## src/lbr_pkg.sv

```systemverilog
// ----------------------------------------------------------------------------
// Lattice basis reduction package
// Constants and control types shared by the controller, datapath and top level.
// ----------------------------------------------------------------------------
`timescale 1ns / 1ps
`default_nettype none

package lbr_pkg;

   // Widths of the scalar, the vector coordinates and the norms.
   localparam int KW = 256;
   localparam int VW = 192;
   localparam int NW = 512;
   localparam int BW = 10;

   // Group order r and its square.
   localparam logic [KW-1:0] R_ORDER = {
      64'h4000000000000000, 64'h0000000000000000,
      64'h2ACF567A912B7F03, 64'hDCF2AC65396152C7};
   localparam logic [NW-1:0] R_SQUARED = {
      64'h1000000000000000, 64'h0000000000000000,
      64'h1567AB3D4895BF81, 64'hEE7956329CB0A963,
      64'h8728B04D2F0F9E3C, 64'h95DCE66BF04303AD,
      64'h86A297C9835B5211, 64'hA31F34E2739216B1};

   // Commands from the controller to the datapath.
   typedef struct packed {
      logic reduce;
      logic mul_init;
      logic mul_step;
      logic init;
      logic swap;
      logic bl1;
      logic bl2;
      logic upd1;
      logic upd2;
      logic store;
   } cmd_type;

   // Status from the datapath to the controller.
   typedef struct packed {
      logic stop;
   } status_type;

endpackage

`default_nettype wire

```

## src/lbr_ctrl.sv

```systemverilog
// ----------------------------------------------------------------------------
// Lattice basis reduction controller
// Sequences scalar reduction, the bit-serial products and the reduction loop.
// ----------------------------------------------------------------------------
`timescale 1ns / 1ps
`default_nettype none

module lbr_ctrl
   import lbr_pkg::*;
(
   input  wire logic       clock,
   input  wire logic       reset,
   input  wire logic       accept,
   input  wire logic       rsp_stall,
   input  wire status_type status,
   output cmd_type         cmd,
   output logic            idle,
   output logic            rsp_valid
);

   typedef enum logic [3:0] {
      ST_IDLE, ST_RED, ST_MINIT, ST_MUL, ST_INIT, ST_SWAP, ST_BL1, ST_BL2,
      ST_CHECK, ST_UPD1, ST_UPD2, ST_WAIT, ST_STORE
   } state_type;

   state_type   state_ff;
   cmd_type     cmd_ff;
   logic [7:0]  cnt_ff;
   logic [10:0] iter_ff;
   logic        valid_ff;

   // State, commands for the next cycle, counters and the result valid flag.
   always_ff @(posedge clock) begin
      cmd_type cmd_in;
      cmd_in = '0;
      if (reset) begin
         state_ff <= ST_IDLE;
         cmd_ff   <= '0;
         cnt_ff   <= '0;
         iter_ff  <= '0;
         valid_ff <= 1'b0;
      end else begin
         if (valid_ff && !rsp_stall) begin
            valid_ff <= 1'b0;
         end
         case (state_ff)
            ST_IDLE: begin
               if (accept) begin
                  state_ff      <= ST_RED;
                  cmd_in.reduce = 1'b1;
                  cnt_ff        <= '0;
               end
            end
            ST_RED: begin
               if (cnt_ff == 8'd2) begin
                  state_ff        <= ST_MINIT;
                  cmd_in.mul_init = 1'b1;
               end else begin
                  cnt_ff        <= cnt_ff + 8'd1;
                  cmd_in.reduce = 1'b1;
               end
            end
            ST_MINIT: begin
               state_ff        <= ST_MUL;
               cmd_in.mul_step = 1'b1;
               cnt_ff          <= '0;
            end
            ST_MUL: begin
               if (cnt_ff == 8'd255) begin
                  state_ff    <= ST_INIT;
                  cmd_in.init = 1'b1;
               end else begin
                  cnt_ff          <= cnt_ff + 8'd1;
                  cmd_in.mul_step = 1'b1;
               end
            end
            ST_INIT: begin
               state_ff    <= ST_SWAP;
               cmd_in.swap = 1'b1;
               iter_ff     <= '0;
            end
            ST_SWAP: begin
               state_ff   <= ST_BL1;
               cmd_in.bl1 = 1'b1;
            end
            ST_BL1: begin
               state_ff   <= ST_BL2;
               cmd_in.bl2 = 1'b1;
            end
            ST_BL2: begin
               state_ff <= ST_CHECK;
            end
            ST_CHECK: begin
               if (status.stop) begin
                  state_ff <= ST_WAIT;
               end else begin
                  state_ff    <= ST_UPD1;
                  cmd_in.upd1 = 1'b1;
               end
            end
            ST_UPD1: begin
               state_ff    <= ST_UPD2;
               cmd_in.upd2 = 1'b1;
            end
            ST_UPD2: begin
               // The pass counter bounds the loop as a safety measure.
               if (iter_ff == 11'h7FF) begin
                  state_ff <= ST_WAIT;
               end else begin
                  iter_ff     <= iter_ff + 11'd1;
                  state_ff    <= ST_SWAP;
                  cmd_in.swap = 1'b1;
               end
            end
            ST_WAIT: begin
               if (!valid_ff || !rsp_stall) begin
                  state_ff     <= ST_STORE;
                  cmd_in.store = 1'b1;
               end
            end
            ST_STORE: begin
               state_ff <= ST_IDLE;
               valid_ff <= 1'b1;
            end
            default: begin
               state_ff <= ST_IDLE;
            end
         endcase
         cmd_ff <= cmd_in;
      end
   end

   assign cmd       = cmd_ff;
   assign idle      = (state_ff == ST_IDLE);
   assign rsp_valid = valid_ff;

endmodule

`default_nettype wire

```

## config.mk

```make
export PLATFORM = sky130hd
export DESIGN_NAME = lbr_ctrl
export DESIGN_NICKNAME = d
export VERILOG_FILES = /design/src/lbr_pkg.sv /design/src/lbr_ctrl.sv
export SDC_FILE = /design/constraint.sdc
export NUM_CORES = 1
export LEC_CHECK = 0
export BUFFER_PORTS_ARGS = -buffer_cell sky130_fd_sc_hd__buf_2
export CAP_MARGIN = 20
export CORE_MARGIN = 8
export CORE_UTILIZATION = 57
export DETAILED_ROUTE_END_ITERATION = 6
export GPL_TIMING_DRIVEN = 0
export PLACE_DENSITY = 0.77
export SYNTH_ARGS = -nofsm -noshare
export SYNTH_HDL_FRONTEND = slang
export SYNTH_SLANG_ARGS = --single-unit
```

## constraint.sdc

```tcl
create_clock -name clock -period 2.7 [get_ports clock]
set_clock_uncertainty 0.05 [all_clocks]
set_input_delay 0.54 -clock clock [delete_from_list [all_inputs] [get_ports clock]]
set_output_delay 0.54 -clock clock [all_outputs]
set_load 0.02 [all_outputs]
```

# Yosys cells after proc, flatten, opt, wreduce, memory -nomap -nowiden
# Index checks and enable logic that the tools add are counted.
dict set report totals {
  n_memories 0
  ff_bits 34
  mem_bits_rw 0
  latch_bits 0
  rom_bits 0
  input_bits 5
  out_inout_bits 12
}
dict set report classes {
  order_cmp 0
  mul 0
  addsub 2
  n_bitwise 4
  muxes 29
  div_mod_pow 0
  shift 0
  n_eq_ne 22
  reduce_logical 15
}
# operator count
set ops {}
lappend ops {{one-hot mux 4 bit (12 select lines)} 1}
lappend ops {{one-hot mux 8 bit (4 select lines)} 1}
lappend ops {{2-to-1 mux 8 bit} 3}
lappend ops {{one-hot mux 11 bit (2 select lines)} 1}
lappend ops {{== test 4 bit, second input constant} 5}
lappend ops {{2-to-1 mux 4 bit} 5}
lappend ops {{== test 4 x 3 -> 1 bit, second input constant} 4}
lappend ops {{inequality test 2 bit, second input constant} 7}
lappend ops {{2-to-1 mux 1 bit} 13}
lappend ops {{adder 11 x 1 -> 11 bit, second input constant} 1}
lappend ops {{== test 11 bit, second input constant} 1}
lappend ops {{2-to-1 mux 11 bit} 1}
lappend ops {{adder 8 x 1 -> 8 bit, second input constant} 1}
lappend ops {{== test 4 x 2 -> 1 bit, second input constant} 2}
lappend ops {{== test 8 x 2 -> 1 bit, second input constant} 1}
lappend ops {{== test 8 bit, second input constant} 1}
lappend ops {{AND reduction 4 bit} 2}
lappend ops {{OR reduction 2 bit} 4}
lappend ops {{one-hot mux 1 bit (2 select lines)} 3}
lappend ops {{== test 4 x 1 -> 1 bit, second input constant} 1}
lappend ops {{logical NOT 4 bit} 1}
lappend ops {{inverter 1 bit} 4}
lappend ops {{nonzero test 2 bit} 2}
lappend ops {{nonzero test 4 bit} 1}
lappend ops {{other kinds (5)} 6}

# Depth between registers and ports, before layout
# Gate-level depths: netlist (run 1).
dict set report logic_depth {
  word_depth 4
  ltp_mapped 8
  ltp_nobuf 7
}

# Worst setup path after synthesis (run 1)
# OpenSTA, ideal clock, no wires.
dict set report synth_path {
  path_type {reg-to-reg}
  from {register cnt_ff[0]}
  to {register state_ff[1]}
  path_slack_ns 0.607
  setup_ns 0.131
  synth_period_minus_slack_ns 2.093
  path_buffers 0
  stages_incl_launch_ff 8
  required_time_ns 2.519
  arrival_ns 1.913
  path_cell_list {dfxtp_1 > inv_1 > ha_1 > or4b_1 > or4_4 > a311oi_2 > o2111a_1 > nor3_1}
}
dict set report synth_between {
  elab_chain_cells 3
  elab_cells_between_ends 5
}
# element line
set synth_lines {}
lappend synth_lines {{start: declaration} lbr_ctrl.sv:28} ;# logic [7:0] cnt_ff;
lappend synth_lines {{start signal: assignment} lbr_ctrl.sv:59} ;# cnt_ff <= cnt_ff + 8'd1;
lappend synth_lines {{start signal: assignment} lbr_ctrl.sv:73} ;# cnt_ff <= cnt_ff + 8'd1;
lappend synth_lines {{== test 8 bit or == test 8 x 2 -> 1 bit (tied branches)} {lbr_ctrl.sv:69, lbr_ctrl.sv:55}}
lappend synth_lines {{inequality test 2 bit (no source line)} --}
lappend synth_lines {{AND reduction 4 bit (no source line) *} --}
lappend synth_lines {{end signal: assignment} lbr_ctrl.sv:70} ;# state_ff <= ST_INIT;
lappend synth_lines {{end signal: assignment} lbr_ctrl.sv:78} ;# state_ff <= ST_SWAP;
lappend synth_lines {{end signal: assignment} lbr_ctrl.sv:83} ;# state_ff <= ST_BL1;
lappend synth_lines {{end: declaration} lbr_ctrl.sv:26} ;# state_type state_ff;
# Mark *: on every way between the ends. The rest lies on a longest branch, timed or not.
# A chain may end at the register's enable or synchronous reset.

# Final worst setup path (run 1)
dict set report layout_path {
  from {register cnt_ff[0]}
  to {register state_ff[0]}
}
# Same word-level chain as after synthesis.

==> metrics.csv, run 1 <==
metric,value,unit
TritonCTS buffer count,5,
final non-filler cell total,247,
Worst slew margin,62.39,%
FF-to-FF path depth,7,
"commonest non-fill, non-tap cell in the layout",dfxtp_1,
post-place setup slack,0.4474,ns
Max Cap Viol,0,
"Reg clk slew, reported paths",0.11,ns
combinational share of power,31.7,%
P_leak,0.7158,nW
Final Cycle Share,84.88,%
VDD IR-drop max,0.5086,mV
Synth area leaders,"dfxtp_1 (41%), nor2_1 (5.6%), xor2_1 (4.2%)",
Final setup violation count,0,
DRC viols,0,
FF-to-FF End,state_ff[0]$_SDFFE_PP0P_,
Worst Hold Depth,2,
Yosys Warn Count,0,
worst-path cell chain,"inv_1, ha_1, or4b_1, or4_4, a311oi_2, and2_1, a2111oi_0",
postcts setup bufs,0,
ys flop type,dfxtp_1,
Total Nets Final,223,
area fraction of the dominant cell type after synthesis,40.96,%
placer congestion estimate,0.9152,
endpoint of the worst hold path,cmd[2]$_SDFF_PP0_,
Core ar.,0.002758,mm²
Final Util,66.70,%
crit path kind,flop to flop,
WL/cell,14.70,µm
port bufs,15,
Internal,0.8144,mW
hpwl dp,2658,µm
RSZ-0062 raised after global routing,no,
Yosys reg bits,34,
row cnt,19,
"Slew Viols, Final",0,
CP max FO,3,
final WL,3632,µm
clk root buf,clkbuf_4,
min cycle time layout,2.292,ns
Post-synth EDFFs,0,
drt via density,6.121,
hold buffer count at cts,0,
fraction of layout cells with a size suffix above 1,19.44,%
CTS tree,done,
TNS Setup,0,ns
worst-skew pair later-pin latency,0.34,ns
die width,69.99,µm
clock power share,24.1,%
"commonest cells after routing, fill and taps aside","dfxtp_1 (34), nor2_1 (25), buf_2 (20), nand2_1 (12), a21oi_1 (11)",
Slew @ Worst Pin,0.5621,ns
first-pass GRT wire length,6265,µm
post-CTS resize count,0,
clock buffer depth,2,
r2r startpoint,cnt_ff[0]$_SDFFE_PP0P_,
Post-synth ARST share,0,%
Worst Path Arrival,2.45,ns
via count,1512,
min-delay src,status,
H-tree Lvls,2,
R2R setup slack,0.41,ns
IO Count,17,
initial antenna violation count,0,
die height,69.99,µm
startpoint types,flop,
switching power,0.4411,mW
Syn Area/Cell,8.609,µm²
status,completed,
Sink Count,34,
CP Data Required Time,2.86,ns
Post-DRT Antenna Nets,0,
Initial Util,60.25,%
"Net Count, Synth",201,
vias in the first global route,1415,
Hold WC Path Type,input pin to flop,
Cells after Synth,193,
GRT overflow,0,
Yosys top cell by area,dfxtp_1,
Die Area,0.004899,mm²
Setup WS post-layout,0.4084,ns
CP max-delay cell,or4b_1,
"Distinct cells, synth",50,
P per Cell Area,682.6,mW/mm²
Ant. Diodes,0,
Seq pwr share,44.2,%
largest net degree at the start of global routing,12,
fillers,255,
register area share after synthesis,40.96,%
area delta synth->final,10.69,%
area of the mapped netlist,0.001662,mm²
placed cell count,239,
final-report hold violation count,0,
drt first pass iters,4,
CP Capture Type,flop,
GRT Util Overall,15.09,%
switching part of the total,35.13,%
fmax,436.4,MHz
crit-path max cell delay,0.47,ns
DRT iter0 DRCs,145,
## critical path, delay by kind of cell (launching register included)
family          cells  cell delay (ns)
compound gates      2             0.41
fa+ha+maj           1             0.16
simple gates        3             1.11
buf+inv             1             0.09
flops               1             0.34
## cells by family after synthesis
group / Yosys count / share of synthesized area (%)
buffers and inverters: 17 / 4.443
adders and majority gates: 3 / 2.259
DFF: 34 / 40.96
muxes: 2 / 1.205
AOI/OAI and AO/OA: 34 / 14.83
and+or+nand+nor: 94 / 31.55
xor gates and xnor gates: 9 / 4.744
## metal layers
layer / share of wire [%] / global-route usage (%) / vias up / wire, µm
li1: - / - / 740 / -
met1: 43 / 17.22 / 722 / 1547
met2: 49 / 24.87 / 45 / 1765
met3: 7.7 / 5.932 / 5 / 278
met4: 1.1 / 5.357 / 0 / 40
met5: 0 / 0 / - / 0
## area by class of cell
cell class,instances,area (µm²),area share [%]
Buffer,12,55.05,2.993
Inverter,5,18.77,1.020
Timing Repair Buffer,15,75.07,4.082
Multi-Input combinational cell,142,907.1,49.32
Clock inverter,2,12.51,0.6803
Tap cell,31,38.79,2.109
Sequential cell,34,680.7,37.01
Clock buffer,6,51.30,2.789
## cell usage after synthesis (2+ instances only)
library cell   n
nand3_1        8
nand4_1        3
o21a_1         2
nor2b_1        2
or2_2          3
a21oi_1       11
a211oi_1       3
clkbuf_1       5
o21ai_0        5
dfxtp_1       34
or4b_2         2
inv_1          5
o211ai_1       2
nor4_1         4
and4_1         2
nor4bb_1       2
xor2_1         8
nand3b_1       2
nor2_1        25
ha_1           3
nand2_1       12
mux2i_1        2
buf_2          5
nand2b_1       2
and2_1         2
or3_1          3
nor3_1         8
and3_1         6
## sequential cells by signal, summed over array words and instances, names as in the netlist
| register | flops |
|---|---|
| cmd | 10 |
| cnt_ff | 8 |
| iter_ff | 11 |
| rsp_valid | 1 |
| state_ff | 4 |
## through the flow
step	power (mW)	hold slack, ns	instance area (µm²)
detailed placement	0.9597	0.4076	1775
global placement	0.9526	0.3986	1775
global route	1.323	0.3231	1839
floorplan	0.8688	0.3890	1662
CTS	1.259	0.3114	1839
finish	1.255	0.3214	1839
## power groups by stage
stage	Combinational [mW]	Clock, mW	Sequential, mW
6_report	0.398	0.303	0.554
5_1_grt	0.439	0.326	0.558
4_1_cts	0.398	0.307	0.554
3_5_place_dp	0.395	0	0.565
3_3_place_gp	0.389	0	0.564
2_1_floorplan	0.294	0	0.575
## how the worst max path moves through the flow
stage,startpoint,end,slack [ns],cells after the start
after floorplan,cnt_ff[0]$_SDFFE_PP0P_,state_ff[1]$_SDFFE_PP0P_,0.61,7
after global placement,cnt_ff[0]$_SDFFE_PP0P_,state_ff[0]$_SDFFE_PP0P_,0.46,7
after detailed placement,cnt_ff[0]$_SDFFE_PP0P_,state_ff[0]$_SDFFE_PP0P_,0.45,7
after CTS,cnt_ff[0]$_SDFFE_PP0P_,state_ff[0]$_SDFFE_PP0P_,0.43,7
after global routing,cnt_ff[0]$_SDFFE_PP0P_,state_ff[0]$_SDFFE_PP0P_,0.32,7
final,cnt_ff[0]$_SDFFE_PP0P_,state_ff[0]$_SDFFE_PP0P_,0.41,7
(Power assumes the default switching activity.)
==> run 2, diff against run 1 <==
--- a/config.mk
+++ b/config.mk
@@ -5,13 +5,14 @@
 export SDC_FILE = /design/constraint.sdc
 export NUM_CORES = 1
 export LEC_CHECK = 0
+export ABC_AREA = 1
 export BUFFER_PORTS_ARGS = -buffer_cell sky130_fd_sc_hd__buf_2
 export CAP_MARGIN = 20
 export CORE_MARGIN = 8
-export CORE_UTILIZATION = 57
+export CORE_UTILIZATION = 53
 export DETAILED_ROUTE_END_ITERATION = 6
 export GPL_TIMING_DRIVEN = 0
-export PLACE_DENSITY = 0.77
+export PLACE_DENSITY = 0.75
 export SYNTH_ARGS = -nofsm -noshare
 export SYNTH_HDL_FRONTEND = slang
 export SYNTH_SLANG_ARGS = --single-unit
==> constraint.sdc (replaced) <==
create_clock -name clock -period 2 [get_ports clock]
set_clock_uncertainty 0.05 [all_clocks]
set_input_delay 0.4 -clock clock [delete_from_list [all_inputs] [get_ports clock]]
set_output_delay 0.4 -clock clock [all_outputs]
set_load 0.02 [all_outputs]
==> metrics.csv, run 2 <==
metric,value,unit,change
met3 wire length,173,µm,was 278 µm
VDD IR-drop max,0.4823,mV,was 0.5086 mV
RSZ-0062 raised after global routing,no,,unchanged
final WL,3725,µm,was 3632 µm
XOR/XNOR Fraction of Synth Area,1.368,%,was 4.744%
Post-synth EDFFs,0,,unchanged
Worst Path Buf+Inv,3,,was 1
Max Cap Viol,0,,unchanged
P per Cell Area,844.9,mW/mm²,was 682.6 mW/mm²
DRT iter0 DRCs,113,,was 145
Initial Util,53.67,%,was 60.25%
CTS tree,done,,unchanged
Final setup violation count,0,,unchanged
Die Area,0.005806,mm²,was 0.004899 mm²
GRT overflow,0,,unchanged
Core ar.,0.003578,mm²,was 0.002758 mm²
fraction of layout cells with a size suffix above 1,24.83,%,was 19.44%
"Slew Viols, Final",0,,unchanged
Slew @ Worst Pin,0.5993,ns,was 0.5621 ns
Total Nets Final,297,,was 223
row cnt,22,,was 19
largest family of logic cells by synthesized area,simple AND/OR/NAND/NOR gates,,unchanged
Yosys Warn Count,0,,unchanged
"commonest non-fill, non-tap cell in the layout",nand2_1,,was dfxtp_1
Yosys top cell by area,dfxtp_1,,unchanged
hpwl dp,2885,µm,was 2658 µm
Post-Synth Simple-Gate Area,39.02,%,was 31.55%
area delta synth->final,11.40,%,was 10.69%
Final Util,59.79,%,was 66.70%
"Distinct cells, synth",32,,was 50
largest net degree at the start of global routing,11,,was 12
Biggest register,iter_ff,,unchanged
startpoint types,flop,,unchanged
Hold Slack,0.1790,ns,was 0.3214 ns
IO Count,17,,unchanged
area fraction of the dominant cell type after synthesis,35.44,%,was 40.96%
number of flip-flops in the largest register,11,,unchanged
Ant. Diodes,0,,unchanged
Final Cycle Share,88.40,%,
Synth area leaders,"dfxtp_1 (35%), nand2_1 (12%), a21oi_1 (5.5%)",,"was dfxtp_1 (41%), nor2_1 (5.6%), xor2_1 (4.2%)"
Setup crit start,state_ff[0]$_SDFFE_PP0P_,,was cnt_ff[0]$_SDFFE_PP0P_
clock buffer depth,2,,unchanged
Yosys reg bits,34,,unchanged
Post-Synth Adder-Cell Area,1.954,%,was 2.259%
DRC viols,0,,unchanged
fillers,342,,was 255
Hold WC Path Type,input pin to flop,,unchanged
die height,76.20,µm,was 69.99 µm
area of the mapped netlist,0.001921,mm²,was 0.001662 mm²
Post-synth ARST share,0,%,unchanged
via count,1672,,was 1512
drt first pass iters,4,,unchanged
met2 routed WL,1716,µm,was 1765 µm
Syn Area/Cell,7.220,µm²,was 8.609 µm²
CP Data Required Time,1.55,ns,was 2.86 ns
"Reg clk slew, reported paths",0.10,ns,was 0.11 ns
vias in the first global route,1591,,was 1415
placer congestion estimate,0.8663,,was 0.9152
H-tree Lvls,2,,unchanged
worst-path cell chain,"buf_6, nor2_8, nand2_1, inv_1, buf_2",,"was inv_1, ha_1, or4b_1, or4_4, a311oi_2, and2_1, a2111oi_0"
drt via density,4.947,,was 6.121
M1 WL,1763,µm,was 1547 µm
r2r startpoint,iter_ff[0]$_SDFFE_PP0P_,,was cnt_ff[0]$_SDFFE_PP0P_
GRT Util Overall,14.33,%,was 15.09%
first-pass GRT wire length,6955,µm,was 6265 µm
Synth top cells by count,"nand2_1 (59), dfxtp_1 (34), inv_1 (28), nor2_1 (28), a21oi_1 (21)",,"was dfxtp_1 (34), nor2_1 (25), nand2_1 (12)"
min cycle time layout,1.768,ns,
most common cell in the synthesized netlist,nand2_1,,was dfxtp_1
"commonest cells after routing, fill and taps aside","nand2_1 (59), dfxtp_1 (34), nor2_1 (28), inv_1 (28), a21oi_1 (21)",,"was dfxtp_1 (34), nor2_1 (25), buf_2 (20), nand2_1 (12), a21oi_1 (11)"
CP max FO,9,,was 3
status,completed,,unchanged
post-CTS resize count,0,,unchanged
clk root buf,clkbuf_4,,unchanged
WL/cell,11.02,µm,was 14.70 µm
crit path kind,flop to primary output,,was flop to flop
CP max-delay cell,dfxtp_1,,was or4b_1
CP Capture Type,primary output,,was flop
Post-DRT Antenna Nets,0,,unchanged
TNS Setup,0,ns,unchanged
final-report hold violation count,0,,unchanged
Worst Path Arrival,1.32,ns,was 2.45 ns
register area share after synthesis,35.44,%,was 40.96%
port bufs,16,,was 15
CP top delay family,buffers and inverters,,was simple AND/OR/NAND/NOR gates
"Net Count, Synth",274,,was 201
Synth Area in Compound Gates,13.03,%,was 14.83%
Sink Count,34,,unchanged
ys flop type,dfxtp_1,,unchanged
min-delay src,status,,unchanged
TritonCTS buffer count,5,,unchanged
P_leak,0.9082,nW,was 0.7158 nW
fmax,565.6,MHz,
die width,76.20,µm,was 69.99 µm
Cells after Synth,266,,was 193
hold buffer count at cts,0,,unchanged
initial antenna violation count,0,,unchanged
uppermost layer routed,met4,,unchanged
postcts setup bufs,0,,unchanged
mux cell area share after synthesis,0,%,was 1.205%
crit-path max cell delay,0.32,ns,was 0.47 ns
worst-skew pair later-pin latency,0.35,ns,was 0.34 ns
Worst slew margin,60.05,%,was 62.39%
==> run 2: where the power goes <==
part	internal [mW]	total [mW]	switching (mW)
clock network	0.240	0.469	0.229
logic	0.198	0.608	0.410
registers	0.712	0.731	0.0183
==> run 2: kinds of logic after synthesis <==
logic type                 count (synthesis)
buffers and inverters                     40
and+or+nand+nor                          146
xor gates and xnor gates                   3
adders and majority gates                  3
DFF                                       34
AOI/OAI and AO/OA                         40
==> run 2: per-layer routing <==
layer	up-vias	track usage, %
li1	897	-
met1	747	17.11
met2	22	22.11
met3	6	5.660
met4	0	6.346
met5	-	0
==> run 2: layout make-up <==
cell class / count / area [µm²] / area share [%]
Buffer: 5 / 41.29 / 1.930
Clock buffer: 8 / 78.83 / 3.684
Multi-Input combinational cell: 192 / 1064 / 49.71
Inverter: 35 / 135.1 / 6.316
Tap cell: 48 / 60.06 / 2.807
Sequential cell: 34 / 680.7 / 31.81
Timing Repair Buffer: 16 / 80.08 / 3.743
==> run 2: stage by stage <==
stage / instance area [µm²] / total power, mW / instances / setup slack (ns)
5_1_grt: 2140 / 1.941 / 338 / 0.1471
3_3_place_gp: 2061 / 1.348 / 330 / 0.3732
2_1_floorplan: 1921 / 1.231 / 266 / 0.5313
4_1_cts: 2140 / 1.833 / 338 / 0.2026
3_5_place_dp: 2061 / 1.352 / 330 / 0.3495
6_report: 2140 / 1.808 / 338 / 0.2319
==> run 2: path summary, 6_finish.rpt <==
check                                  end  slack (ns)  depth (start not counted)
setup / recovery                      idle        0.23                          5
hold / removal           cmd[2]$_SDFF_PP0_        0.18                          2
setup reg to reg   iter_ff[5]$_SDFFE_PP0P_        0.33                          9
hold reg to reg   iter_ff[10]$_SDFFE_PP0P_        0.41                          2
==> run 3, diff against run 2 <==
--- a/config.mk
+++ b/config.mk
@@ -8,11 +8,9 @@
 export ABC_AREA = 1
 export BUFFER_PORTS_ARGS = -buffer_cell sky130_fd_sc_hd__buf_2
 export CAP_MARGIN = 20
-export CORE_MARGIN = 8
-export CORE_UTILIZATION = 53
+export CORE_UTILIZATION = 35
 export DETAILED_ROUTE_END_ITERATION = 6
 export GPL_TIMING_DRIVEN = 0
-export PLACE_DENSITY = 0.75
 export SYNTH_ARGS = -nofsm -noshare
 export SYNTH_HDL_FRONTEND = slang
 export SYNTH_SLANG_ARGS = --single-unit
==> metrics.csv, run 3 (synthesized netlist as in run 2, its figures left out) <==
metric,value,unit,change
status,completed,,unchanged
CP Capture Type,primary output,,unchanged
H-tree Lvls,2,,unchanged
placed inst area,0.002088,mm²,was 0.002061 mm²
Setup WS post-layout,0.3141,ns,was 0.2319 ns
FF-to-FF End,iter_ff[3]$_SDFFE_PP0P_,,was iter_ff[5]$_SDFFE_PP0P_
via count,1677,,was 1672
number of flip-flops in the largest register,11,,unchanged
"Slew Viols, Final",0,,unchanged
TritonCTS buffer count,5,,unchanged
final-report hold violation count,0,,unchanged
Final Cycle Share,84.29,%,was 88.40%
Slew @ Worst Pin,0.6494,ns,was 0.5993 ns
Worst Path Arrival,1.24,ns,was 1.32 ns
WL/cell,10.56,µm,was 11.02 µm
TNS Setup,0,ns,unchanged
"commonest non-fill, non-tap cell in the layout",nand2_1,,unchanged
fillers,543,,was 342
row cnt,26,,was 22
FF/Latch Area,680.7,µm²,unchanged
Worst Path Buf+Inv,3,,unchanged
first-pass GRT wire length,6989,µm,was 6955 µm
vias in the first global route,1562,,was 1591
initial antenna violation count,0,,unchanged
Sink Count,34,,unchanged
clk root buf,clkbuf_8,,was clkbuf_4
FF-to-FF path depth,9,,unchanged
CP max-delay cell,dfxtp_1,,unchanged
CTS tree,done,,unchanged
area occupied by multi-input gates,0.001064,mm²,unchanged
die width,76.08,µm,was 76.20 µm
drt via density,4.658,,was 4.947
largest net degree at the start of global routing,11,,unchanged
DRT iter0 DRCs,105,,was 113
startpoint types,flop,,unchanged
Initial Util,36.90,%,was 53.67%
r2r startpoint,iter_ff[0]$_SDFFE_PP0P_,,unchanged
hold buffer count at cts,0,,unchanged
Hold WC Path Type,input pin to flop,,unchanged
crit path kind,flop to primary output,,unchanged
R2R setup slack,0.34,ns,was 0.33 ns
area delta synth->final,13.49,%,was 11.40%
worst-skew pair later-pin latency,0.28,ns,was 0.35 ns
die height,76.08,µm,was 76.20 µm
port bufs,16,,unchanged
P_leak,0.9119,nW,was 0.9082 nW
CP Data Required Time,1.55,ns,about the same
DRC viols,0,,unchanged
IO Count,17,,unchanged
drt first pass iters,4,,unchanged
GRT Util Overall,14.64,%,was 14.33%
"Reg clk slew, reported paths",0.07,ns,was 0.10 ns
hpwl dp,2901,µm,was 2885 µm
Post-DRT Antenna Nets,0,,unchanged
post-place setup slack,0.3449,ns,was 0.3495 ns
RSZ-0062 raised after global routing,no,,unchanged
Setup crit start,state_ff[0]$_SDFFE_PP0P_,,unchanged
Ant. Diodes,0,,unchanged
fin area,0.002180,mm²,was 0.002140 mm²
CP top delay family,buffers and inverters,,unchanged
overall power,1.854,mW,was 1.808 mW
postcts setup bufs,0,,unchanged
"commonest cells after routing, fill and taps aside","nand2_1 (59), dfxtp_1 (34), nor2_1 (28), inv_1 (28), a21oi_1 (21)",,unchanged
post-CTS resize count,0,,unchanged
Biggest register,iter_ff,,unchanged
Hold Slack,0.2498,ns,was 0.1790 ns
clock buffer depth,2,,unchanged
Core ar.,0.005205,mm²,was 0.003578 mm²
end of the critical path,idle,,unchanged
fmax,593.2,MHz,was 565.6 MHz
Final setup violation count,0,,unchanged
VDD IR-drop max,0.3477,mV,was 0.4823 mV
fraction of layout cells with a size suffix above 1,24.48,%,was 24.83%
P per Cell Area,850.4,mW/mm²,was 844.9 mW/mm²
Max Cap Viol,0,,unchanged
Worst slew margin,56.71,%,was 60.05%
Total Nets Final,297,,unchanged
placer congestion estimate,0.8089,,was 0.8663
CP max FO,9,,unchanged
Crit path depth,5,,unchanged
Die Area,0.005787,mm²,was 0.005806 mm²
crit-path max cell delay,0.31,ns,was 0.32 ns
min cycle time layout,1.686,ns,was 1.768 ns
final WL,3803,µm,was 3725 µm
GRT overflow,0,,unchanged
worst-path cell chain,"buf_6, nor2_8, nand2_1, inv_1, buf_2",,unchanged
run 3: cell types whose count changed in the layout (fill, tap and decap cells not counted):
cell	change
clkbuf_8	+3
clkbuf_1	+1
clkinv_2	+1
clkbuf_4	-5
run 3: worst min path at each step:
stage	start	end	slack [ns]	cells after the start
6_report	status	cmd[2]$_SDFF_PP0_	0.25	2
5_1_grt	status	cmd[2]$_SDFF_PP0_	0.25	2
4_1_cts	status	cmd[2]$_SDFF_PP0_	0.24	2
3_5_place_dp	iter_ff[10]$_SDFFE_PP0P_	iter_ff[10]$_SDFFE_PP0P_	0.40	2
3_3_place_gp	iter_ff[10]$_SDFFE_PP0P_	iter_ff[10]$_SDFFE_PP0P_	0.40	2
2_1_floorplan	iter_ff[10]$_SDFFE_PP0P_	iter_ff[10]$_SDFFE_PP0P_	0.38	2
run 3: worst register-to-register path: stages (launching register included):
cell,delay (ns)
dfxtp_1,0.39
ha_1,0.24
inv_1,0.09
nor2_4,0.15
nand3_2,0.12
nand2_4,0.11
nand2_4,0.08
buf_6,0.15
a21oi_1,0.13
nor2_1,0.05
run 3: power by group:
part	internal [mW]	switching (mW)	total [mW]	leakage [nW]
registers	0.713	0.0199	0.733	0.275
logic	0.198	0.408	0.606	0.589
clock network	0.278	0.237	0.515	0.0482
run 3: metrics by stage:
step,instances,util (%)
2_1_floorplan,266,-
5_1_grt,360,41.88
3_3_place_gp,352,40.12
3_5_place_dp,352,40.12
6_report,360,41.88
4_1_cts,360,41.88
run 3: metal layers:
layer  vias to the layer above  track usage, %  routed length (µm)
met1                       743           20.27                1924
met5                         -               0                   0
li1                        900               -                   -
met4                         0           4.038                  31
met3                         4           2.156                 132
met2                        30           23.64                1715
run 3: cell type report:
| cell class | count | area share (%) |
|---|---|---|
| buffer | 5 | 1.894 |
| clock buffer | 7 | 3.961 |
| tap | 70 | 4.018 |
| timing repair buffer | 16 | 3.674 |
| inverter | 35 | 6.200 |
| clock inverter | 1 | 0.2296 |
| sequential | 34 | 31.23 |
| multi-input combinational | 192 | 48.79 |
